<file path="config.mk">
export PLATFORM = sky130hd
export DESIGN_NAME = stepper_pulse_gen_stall_detect
export DESIGN_NICKNAME = d
export VERILOG_FILES = /design/src/hw/rtl/spg_pkg.sv /design/src/hw/rtl/spg_csr.sv /design/src/hw/rtl/spg_axis.sv /design/src/hw/rtl/stepper_pulse_gen_stall_detect.sv
export SDC_FILE = /design/constraint.sdc
export NUM_CORES = 2
export LEC_CHECK = 0
export ABC_CLOCK_PERIOD_IN_PS = 21200
export BUFFER_PORTS_ARGS = -buffer_cell sky130_fd_sc_hd__buf_2
export CAP_MARGIN = 10
export CORE_ASPECT_RATIO = 0.7
export CORE_MARGIN = 10
export CORE_UTILIZATION = 60
export DETAILED_ROUTE_END_ITERATION = 8
export GPL_ROUTABILITY_DRIVEN = 0
export PLACE_DENSITY_LB_ADDON = 0.2
export SYNTH_ARGS = -nofsm -noshare
export SYNTH_HDL_FRONTEND = slang
export SYNTH_HIERARCHICAL = 1
export SYNTH_SLANG_ARGS = --single-unit
</file>
<file path="constraint.sdc">
create_clock -name clock -period 21.2 [get_ports clock]
set_input_delay 3.18 -clock clock [delete_from_list [all_inputs] [get_ports clock]]
set_output_delay 3.18 -clock clock [all_outputs]
set_load 0.03 [all_outputs]
</file>
<file path="src/hw/rtl/spg_pkg.sv">
// spg_pkg: shared types and constants for the stepper pulse generator
// holds the register map, configuration struct and result struct
// no dependencies
`timescale 1ns / 1ps

package spg_pkg;

   // register map, one 32-bit register every four bytes
   localparam int unsigned SPG_ADDR_BITS = 5;
   localparam int unsigned SPG_DATA_BITS = 32;

   typedef enum logic [2:0] {
      REG_TOGGLE_TICKS     = 3'd0,
      REG_CHECK_INTERVAL   = 3'd1,
      REG_OWED_PER_STEP    = 3'd2,
      REG_CREDIT_PER_COUNT = 3'd3,
      REG_DESYNC_LIMIT     = 3'd4
   } spg_reg_type;

   // reset values of the registers
   localparam logic [15:0] RST_TOGGLE_TICKS     = 16'd10;
   localparam logic [15:0] RST_CHECK_INTERVAL   = 16'd64;
   localparam logic [7:0]  RST_OWED_PER_STEP    = 8'd5;
   localparam logic [7:0]  RST_CREDIT_PER_COUNT = 8'd2;
   localparam logic [31:0] RST_DESYNC_LIMIT     = 32'd1000;

   // request and response payload widths
   localparam int unsigned REQ_DATA_BITS = 48;
   localparam int unsigned RSP_DATA_BITS = 88;

   // input command codes
   localparam logic CMD_TICK  = 1'b0;
   localparam logic CMD_START = 1'b1;

   typedef struct packed {
      logic [15:0] toggle_ticks;
      logic [15:0] check_interval;
      logic [7:0]  owed_per_step;
      logic [7:0]  credit_per_count;
      logic [31:0] desync_limit;
   } spg_cfg_type;

   typedef struct packed {
      logic [15:0] peak_move;
      logic [31:0] worst_desync;
      logic [31:0] desync_error;
      logic        stalled;
      logic        move_done;
      logic        motor_enable;
      logic        step_level;
   } spg_result_type;

endpackage

</file>
<file path="src/hw/rtl/spg_csr.sv">
// spg_csr: configuration registers behind the APB-style port
// depends on spg_pkg for the register map and the configuration struct
`timescale 1ns / 1ps

module spg_csr import spg_pkg::*; (
   input  logic                     clock,
   input  logic                     reset,
   input  logic                     csr_psel,
   input  logic                     csr_penable,
   input  logic                     csr_pwrite,
   input  logic [SPG_ADDR_BITS-1:0] csr_paddr,
   input  logic [SPG_DATA_BITS-1:0] csr_pwdata,
   output logic [SPG_DATA_BITS-1:0] csr_prdata,
   output logic                     csr_pready,
   output spg_cfg_type              cfg
);

   spg_cfg_type cfg_ff;
   spg_cfg_type cfg_in;
   spg_reg_type reg_sel;
   logic        wr_en;

   assign reg_sel    = spg_reg_type'(csr_paddr[4:2]);
   assign wr_en      = csr_psel & csr_penable & csr_pwrite;
   assign csr_pready = 1'b1;
   assign cfg        = cfg_ff;

   // register write decode, unknown indexes are dropped
   always_comb begin
      cfg_in = cfg_ff;
      if (wr_en) begin
         case (reg_sel)
            REG_TOGGLE_TICKS:     cfg_in.toggle_ticks     = csr_pwdata[15:0];
            REG_CHECK_INTERVAL:   cfg_in.check_interval   = csr_pwdata[15:0];
            REG_OWED_PER_STEP:    cfg_in.owed_per_step    = csr_pwdata[7:0];
            REG_CREDIT_PER_COUNT: cfg_in.credit_per_count = csr_pwdata[7:0];
            REG_DESYNC_LIMIT:     cfg_in.desync_limit     = csr_pwdata;
            default:              cfg_in = cfg_ff;
         endcase
      end
   end

   always_ff @(posedge clock) begin
      if (reset) begin
         cfg_ff.toggle_ticks     <= RST_TOGGLE_TICKS;
         cfg_ff.check_interval   <= RST_CHECK_INTERVAL;
         cfg_ff.owed_per_step    <= RST_OWED_PER_STEP;
         cfg_ff.credit_per_count <= RST_CREDIT_PER_COUNT;
         cfg_ff.desync_limit     <= RST_DESYNC_LIMIT;
      end else begin
         cfg_ff <= cfg_in;
      end
   end

   // read back mux
   always_comb begin
      case (reg_sel)
         REG_TOGGLE_TICKS:     csr_prdata = 32'(cfg_ff.toggle_ticks);
         REG_CHECK_INTERVAL:   csr_prdata = 32'(cfg_ff.check_interval);
         REG_OWED_PER_STEP:    csr_prdata = 32'(cfg_ff.owed_per_step);
         REG_CREDIT_PER_COUNT: csr_prdata = 32'(cfg_ff.credit_per_count);
         REG_DESYNC_LIMIT:     csr_prdata = cfg_ff.desync_limit;
         default:              csr_prdata = '0;
      endcase
   end

endmodule

</file>
<file path="src/hw/rtl/spg_axis.sv">
// spg_axis: axis state and the combinational update for one request
// step timing, move completion and encoder desync check; depends on spg_pkg
`timescale 1ns / 1ps

module spg_axis import spg_pkg::*; #(
   parameter int unsigned ENCODER_BITS = 16
) (
   input  logic           clock,
   input  logic           reset,
   input  logic           advance,
   input  logic           cmd,
   input  logic [31:0]    target,
   input  logic [15:0]    enc,
   input  spg_cfg_type    cfg,
   output spg_result_type result
);

   localparam int unsigned EB = ENCODER_BITS;

   logic          moving_ff, moving_in;
   logic [15:0]   tick_count_ff, tick_count_in;
   logic          pin_level_ff, pin_level_in;
   logic [31:0]   steps_taken_ff, steps_taken_in;
   logic [31:0]   target_hold_ff, target_hold_in;
   logic [15:0]   check_countdown_ff, check_countdown_in;
   logic [EB-1:0] last_sample_ff, last_sample_in;
   logic [15:0]   peak_hold_ff, peak_hold_in;
   logic [31:0]   commanded_total_ff, commanded_total_in;
   logic [31:0]   travel_total_ff, travel_total_in;
   logic [31:0]   error_now_ff, error_now_in;
   logic [31:0]   error_worst_ff, error_worst_in;
   logic          stall_flag_ff, stall_flag_in;
   logic          done;

   // encoder sample at the configured width
   logic [EB-1:0]      enc_s;
   logic [EB-1:0]      diff;
   logic [31:0]        delta;
   logic [EB-1:0]      moved;
   logic [15:0]        peak_chk;
   logic [31:0]        cmd_total_chk;
   logic [31:0]        travel_chk;
   logic [31:0]        travelled;
   logic [31:0]        owed;
   logic [31:0]        delivered;
   logic [32:0]        err_diff;
   logic [31:0]        err_chk;
   logic [31:0]        worst_chk;
   logic               stall_chk;

   // step timing helpers
   logic [15:0] tick_inc;
   logic [31:0] steps_inc;
   logic [15:0] cd_dec;

   assign enc_s   = EB'(enc);
   assign diff    = enc_s - last_sample_ff;
   assign delta   = 32'($signed(diff));
   assign moved   = diff[EB-1] ? (~diff + 1'b1) : diff;

   // peak absolute delta
   assign peak_chk = (33'(moved) > 33'(peak_hold_ff)) ? 16'(moved) : peak_hold_ff;

   // totals and floored error, all wrapping at 32 bits
   assign cmd_total_chk  = commanded_total_ff + 32'(cfg.check_interval);
   assign travel_chk     = travel_total_ff + delta;
   assign travelled      = travel_chk[31] ? (32'd0 - travel_chk) : travel_chk;
   assign owed           = cmd_total_chk * 32'(cfg.owed_per_step);
   assign delivered      = travelled * 32'(cfg.credit_per_count);
   assign err_diff       = {1'b0, owed} - {1'b0, delivered};
   assign err_chk        = err_diff[32] ? 32'd0 : err_diff[31:0];
   assign worst_chk      = (err_chk > error_worst_ff) ? err_chk : error_worst_ff;
   assign stall_chk      = (peak_chk != 16'd0) && (err_chk >= cfg.desync_limit);

   assign tick_inc  = tick_count_ff + 16'd1;
   assign steps_inc = steps_taken_ff + 32'd1;
   assign cd_dec    = check_countdown_ff - 16'd1;

   // next state for the request being retired
   always_comb begin
      moving_in          = moving_ff;
      tick_count_in      = tick_count_ff;
      pin_level_in       = pin_level_ff;
      steps_taken_in     = steps_taken_ff;
      target_hold_in     = target_hold_ff;
      check_countdown_in = check_countdown_ff;
      last_sample_in     = last_sample_ff;
      peak_hold_in       = peak_hold_ff;
      commanded_total_in = commanded_total_ff;
      travel_total_in    = travel_total_ff;
      error_now_in       = error_now_ff;
      error_worst_in     = error_worst_ff;
      stall_flag_in      = stall_flag_ff;
      done               = 1'b0;
      if (cmd == CMD_START && !moving_ff) begin
         // start of a move clears everything and takes the encoder baseline
         moving_in          = 1'b1;
         tick_count_in      = '0;
         pin_level_in       = 1'b0;
         steps_taken_in     = '0;
         target_hold_in     = target;
         check_countdown_in = cfg.check_interval;
         last_sample_in     = enc_s;
         peak_hold_in       = '0;
         commanded_total_in = '0;
         travel_total_in    = '0;
         error_now_in       = '0;
         error_worst_in     = '0;
         stall_flag_in      = 1'b0;
      end else if (moving_ff) begin
         if (tick_inc >= cfg.toggle_ticks) begin
            tick_count_in = '0;
            if (!pin_level_ff) begin
               pin_level_in = 1'b1;
            end else begin
               // falling edge counts a microstep
               pin_level_in   = 1'b0;
               steps_taken_in = steps_inc;
               if (steps_inc >= target_hold_ff) begin
                  moving_in = 1'b0;
                  done      = 1'b1;
               end else if (check_countdown_ff != 16'd0) begin
                  check_countdown_in = cd_dec;
                  if (cd_dec == 16'd0) begin
                     // encoder check
                     check_countdown_in = cfg.check_interval;
                     last_sample_in     = enc_s;
                     peak_hold_in       = peak_chk;
                     commanded_total_in = cmd_total_chk;
                     travel_total_in    = travel_chk;
                     error_now_in       = err_chk;
                     error_worst_in     = worst_chk;
                     if (stall_chk) begin
                        moving_in     = 1'b0;
                        stall_flag_in = 1'b1;
                     end
                  end
               end
            end
         end else begin
            tick_count_in = tick_inc;
         end
      end
   end

   always_ff @(posedge clock) begin
      if (reset) begin
         moving_ff          <= 1'b0;
         tick_count_ff      <= '0;
         pin_level_ff       <= 1'b0;
         steps_taken_ff     <= '0;
         target_hold_ff     <= '0;
         check_countdown_ff <= '0;
         last_sample_ff     <= '0;
         peak_hold_ff       <= '0;
         commanded_total_ff <= '0;
         travel_total_ff    <= '0;
         error_now_ff       <= '0;
         error_worst_ff     <= '0;
         stall_flag_ff      <= 1'b0;
      end else if (advance) begin
         moving_ff          <= moving_in;
         tick_count_ff      <= tick_count_in;
         pin_level_ff       <= pin_level_in;
         steps_taken_ff     <= steps_taken_in;
         target_hold_ff     <= target_hold_in;
         check_countdown_ff <= check_countdown_in;
         last_sample_ff     <= last_sample_in;
         peak_hold_ff       <= peak_hold_in;
         commanded_total_ff <= commanded_total_in;
         travel_total_ff    <= travel_total_in;
         error_now_ff       <= error_now_in;
         error_worst_ff     <= error_worst_in;
         stall_flag_ff      <= stall_flag_in;
      end
   end

   // result reflects the state after this request
   assign result.step_level   = pin_level_in;
   assign result.motor_enable = moving_in;
   assign result.move_done    = done;
   assign result.stalled      = stall_flag_in;
   assign result.desync_error = error_now_in;
   assign result.worst_desync = error_worst_in;
   assign result.peak_move    = peak_hold_in;

endmodule

</file>
<file path="src/hw/rtl/stepper_pulse_gen_stall_detect.sv">
// Step pulse generator for one stepper axis with encoder stall detection. Each request is a
// timer tick or a start command and yields exactly one response carrying the step pin level,
// driver enable, done pulse, sticky stall flag and the desync figures. The block takes one
// request per clock while the response side is not stalled; a request passes through an input
// register, the axis state update and a result register, which holds the response until it is
// taken. The axis state update is combinational; its longest path is the
// encoder check (wrapped delta, running totals, two 32x8 multiplies, a subtract and compares).
// No clearing pass after reset. Configuration sits in five 32-bit registers at byte offsets 0
// to 16. ENCODER_BITS sets the width at which encoder deltas wrap (8 to 32).
// Depends on spg_pkg, spg_csr and spg_axis.
`timescale 1ns / 1ps

module stepper_pulse_gen_stall_detect import spg_pkg::*; #(
   parameter int unsigned ENCODER_BITS = 16
) (
   input  logic                     clock,
   input  logic                     reset,
   // request channel
   input  logic                     req_tvalid,
   output logic                     req_tready,
   input  logic [REQ_DATA_BITS-1:0] req_tdata,  // target_count[31:0], encoder_position[47:32]
   input  logic                     req_tuser,  // command
   // response channel
   output logic                     rsp_tvalid,
   input  logic                     rsp_tready,
   // step_level[0], motor_enable[1], move_done[2], stalled[3], desync_error[35:4],
   // worst_desync[67:36], peak_move[83:68], zero fill[87:84]
   output logic [RSP_DATA_BITS-1:0] rsp_tdata,
   // configuration port
   input  logic                     csr_psel,
   input  logic                     csr_penable,
   input  logic                     csr_pwrite,
   input  logic [SPG_ADDR_BITS-1:0] csr_paddr,
   input  logic [SPG_DATA_BITS-1:0] csr_pwdata,
   output logic [SPG_DATA_BITS-1:0] csr_prdata,
   output logic                     csr_pready
);

   spg_cfg_type    cfg;
   spg_result_type result;

   logic        s1_valid_ff, s1_valid_in;
   logic        cmd_ff;
   logic [31:0] target_ff;
   logic [15:0] enc_ff;
   logic        s2_valid_ff, s2_valid_in;
   logic [RSP_DATA_BITS-1:0] rsp_data_ff;
   logic        req_fire;
   logic        advance;

   spg_csr u_csr (
      .clock       (clock),
      .reset       (reset),
      .csr_psel    (csr_psel),
      .csr_penable (csr_penable),
      .csr_pwrite  (csr_pwrite),
      .csr_paddr   (csr_paddr),
      .csr_pwdata  (csr_pwdata),
      .csr_prdata  (csr_prdata),
      .csr_pready  (csr_pready),
      .cfg         (cfg)
   );

   spg_axis #(
      .ENCODER_BITS (ENCODER_BITS)
   ) u_axis (
      .clock   (clock),
      .reset   (reset),
      .advance (advance),
      .cmd     (cmd_ff),
      .target  (target_ff),
      .enc     (enc_ff),
      .cfg     (cfg),
      .result  (result)
   );

   // two-register flow: input register, then result register
   assign advance     = s1_valid_ff & (~s2_valid_ff | rsp_tready);
   assign req_tready  = ~s1_valid_ff | advance;
   assign req_fire    = req_tvalid & req_tready;
   assign s1_valid_in = req_fire | (s1_valid_ff & ~advance);
   assign s2_valid_in = advance | (s2_valid_ff & ~rsp_tready);

   always_ff @(posedge clock) begin
      if (reset) begin
         s1_valid_ff <= 1'b0;
         s2_valid_ff <= 1'b0;
      end else begin
         s1_valid_ff <= s1_valid_in;
         s2_valid_ff <= s2_valid_in;
      end
   end

   // request payload capture
   always_ff @(posedge clock) begin
      if (req_fire) begin
         cmd_ff    <= req_tuser;
         target_ff <= req_tdata[31:0];
         enc_ff    <= req_tdata[47:32];
      end
   end

   // response payload capture
   always_ff @(posedge clock) begin
      if (advance) begin
         rsp_data_ff <= RSP_DATA_BITS'(result);
      end
   end

   assign rsp_tvalid = s2_valid_ff;
   assign rsp_tdata  = rsp_data_ff;

endmodule

</file>
==> flow_summary.json <==
{
  "maxSlewViolCount": 0,
  "max_clock_freq_mhz": 52.5,
  "total_power_mw": 2.57,
  "critPathRequiredTime_ns": 21.76,
  "cp-end-kind": "register",
  "fin_tns_setup_ns": 0,
  "ys_warn_count": 6,
  "tightest_slew_ns": 1.12,
  "ys.flop_type": "dfxtp_1",
  "synthDistinctLibCells": 105,
  "cts_tree": "yes",
  "maxCapViolations": 0,
  "port_buffers": 208,
  "cp_max_fo": 35,
  "floorplan.initialDensity_pct": 60.4,
  "p_leak_nw": 19.2,
  "dp_hpwl_um": 89800,
  "layout_common_cells": "nand2_1 (599), inv_1 (494), a21oi_1 (435)",
  "grt_pass1_wl_um": 193000,
  "num_rows": 81,
  "synth_area_mm2": 0.0421,
  "cts_buffer_depth": 3,
  "peakVddDrop_uv": 76.0,
  "cts_hold_repair.buffers": 0,
  "cpPeakStageDelay_ns": 0.85,
  "period_needed_ns": 19.04,
  "insertion_delay_ns": 0.62,
  "min_path_type": "reg -> reg",
  "htreeDepth": 2,
  "post_cts_resized": 0,
  "drtIter0Drc": 4143,
  "relSlewSlack_pct": 25.1,
  "setup.worst_path.start_class": "register",
  "cts_sinks": 474,
  "avgRoutedWirePerCell_um": 20.0,
  "synthArstFlopShare_pct": 0,
  "synth_seq_cells": 474,
  "clkTransAtPathRegs_ns": 0.06,
  "core-area_mm2": 0.0696,
  "drtPass1Iterations": 6,
  "antenna_found_initial": 2,
  "grt_use_total_pct": 29.1,
  "worstSetupPathType": "reg -> reg",
  "synth_cells": 4994,
  "gr-total-overflow": 0,
  "power-per-cell-area_mw_per_mm2": 56.3,
  "ys_seq_area_share_pct": 25.7,
  "setup_viol": 0,
  "cts_root_buf": "clkbuf_16",
  "drc": 0,
  "areaGrowthSynthToFinish_pct": 8.45,
  "grt_max_degree": 147,
  "crit_arrival_ns": 19.60,
  "avgSynthCellArea_um2": 8.43,
  "dr_total_vias": 36571,
  "numCtsBuffers": 49,
  "fin_nets": 5811,
  "status": "finished clean",
  "rsz0062_at_grt": "no",
  "cp_slowest_cell": "xnor2_1",
  "grt_pass1_vias": 34968,
  "die_area_mm2": 0.0813,
  "cpMostUsedCell": "a21o_1",
  "wl_um": 121000,
  "synth_edf_count": 133,
  "fin_skew_ns": 0.0243,
  "io-pin-count": 216,
  "cts_setup_buffers": 0,
  "viasPerCell": 6.05,
  "drive_gt1_share_pct": 8.55,
  "die_h_um": 242,
  "drtAntennaViolNets": 0,
  "final_common_cell": "nand2_1",
  "hold_viol": 0,
  "die_w_um": 337,
  "period_share_pct": 89.8
}
==> cell families after synthesis <==
kind of cell               after synthesis  synth area share (%)
adders and majority gates              626                  24.2
other                                    2                0.0178
muxes                                   43                  1.02
DFF                                    474                  25.7
xor gates and xnor gates               243                  5.33
buffers and inverters                  738                  6.90
AOI/OAI and AO/OA                     1089                  15.9
and+or+nand+nor                       1779                  20.8
==> worst max-delay path, delay by kind of cell, from the launching register on <==
kind | cells | cell delay, ns
adder cells (fa/ha/maj) | 9 | 4.17
AO/OA/AOI/OAI | 31 | 7.97
flip-flops | 1 | 0.40
XOR/XNOR | 3 | 1.65
buffers and inverters | 7 | 1.80
AND/OR/NAND/NOR | 16 | 2.84
==> per-stage QoR <==
step,instances,hold WS (ns),worst slack [ns],util (%),instance area [um2]
finish,6048,0.455,2.16,65.6,45600
global route,6046,0.476,1.08,65.5,45600
CTS,6044,0.456,2.49,65.5,45600
detailed placement,5953,0.444,2.66,63.1,43900
global placement,5953,0.438,2.98,63.1,43900
floorplan,4997,0.425,6.19,-,42100
==> power breakdown <==
group	leakage (nW)	internal (mW)	switching, mW
combinational	14.4	0.244	0.446
sequential	4.01	0.950	0.0105
clock	0.809	0.517	0.401
==> cells in the mapped netlist (20+ instances only) <==
cell type	instances	area share [%]
nand3_1	220	2.6
a21oi_1	437	5.2
and3_1	44	0.65
nand3b_1	35	0.62
nand2b_1	77	1.1
mux2i_1	43	1.0
nor2_1	290	2.6
nor3_1	47	0.56
clkbuf_1	192	1.7
inv_1	494	4.4
edfxtp_1	133	9.5
or3_1	30	0.45
ha_1	310	9.2
a31oi_1	24	0.36
nor2b_1	123	1.8
a21o_1	115	2.1
xnor2_1	140	2.9
xor2_1	95	2.0
dfxtp_1	341	16
nand4_1	32	0.48
nand2_1	599	5.3
o21a_1	22	0.39
o21ai_0	227	2.7
fa_1	316	15
a211oi_1	22	0.39
a22o_1	33	0.69
and2_1	193	2.9
o31ai_1	20	0.36
a22oi_1	30	0.54
==> per-layer routing <==
metal	GRT usage, %	wire length [um]	vias to the layer above	part of all wire (%)
met5	0	0	-	0
met4	8.62	3570	0	2.9
met3	7.78	13800	172	11
met2	41.7	49900	1677	41
met1	42.2	53900	17685	44
li1	-	-	17037	-
==> worst paths after layout <==
path                                   from                         to  slack [ns]  cells past startpoint
setup / recovery                  enc_ff[8]  u_axis/error_worst_ff[24]        2.16                     66
hold / removal    u_axis/last_sample_ff[10]  u_axis/last_sample_ff[10]        0.45                      2
setup reg to reg                  enc_ff[8]  u_axis/error_worst_ff[24]        2.16                     66
hold reg to reg   u_axis/last_sample_ff[10]  u_axis/last_sample_ff[10]        0.45                      2
==> state kept, by name (all words and copies together) (netlist names), 16 cells and up <==
register and count:
u_axis/travel_total_ff 32, rsp_tdata 84, target_ff 32, enc_ff 16, u_axis/tick_count_ff 16, u_axis/steps_taken_ff 32
u_axis/error_worst_ff 32, u_axis/commanded_total_ff 32, u_axis/error_now_ff 32, u_axis/last_sample_ff 16, u_axis/peak_hold_ff 16, u_csr/cfg 80
u_axis/check_countdown_ff 16, u_axis/target_hold_ff 32
==> final cells by class <==
class | instances | area [um2]
Multi-Input combinational cell | 3785 | 28500
Fill cell | 5837 | 24000
Sequential cell | 474 | 10800
Inverter | 496 | 1860
Timing Repair Buffer | 286 | 1650
Clock buffer | 61 | 1340
Tap cell | 913 | 1140
Clock inverter | 30 | 355
Antenna cell | 3 | 7.51
No activity file was read; power rests on OpenSTA's default activity.
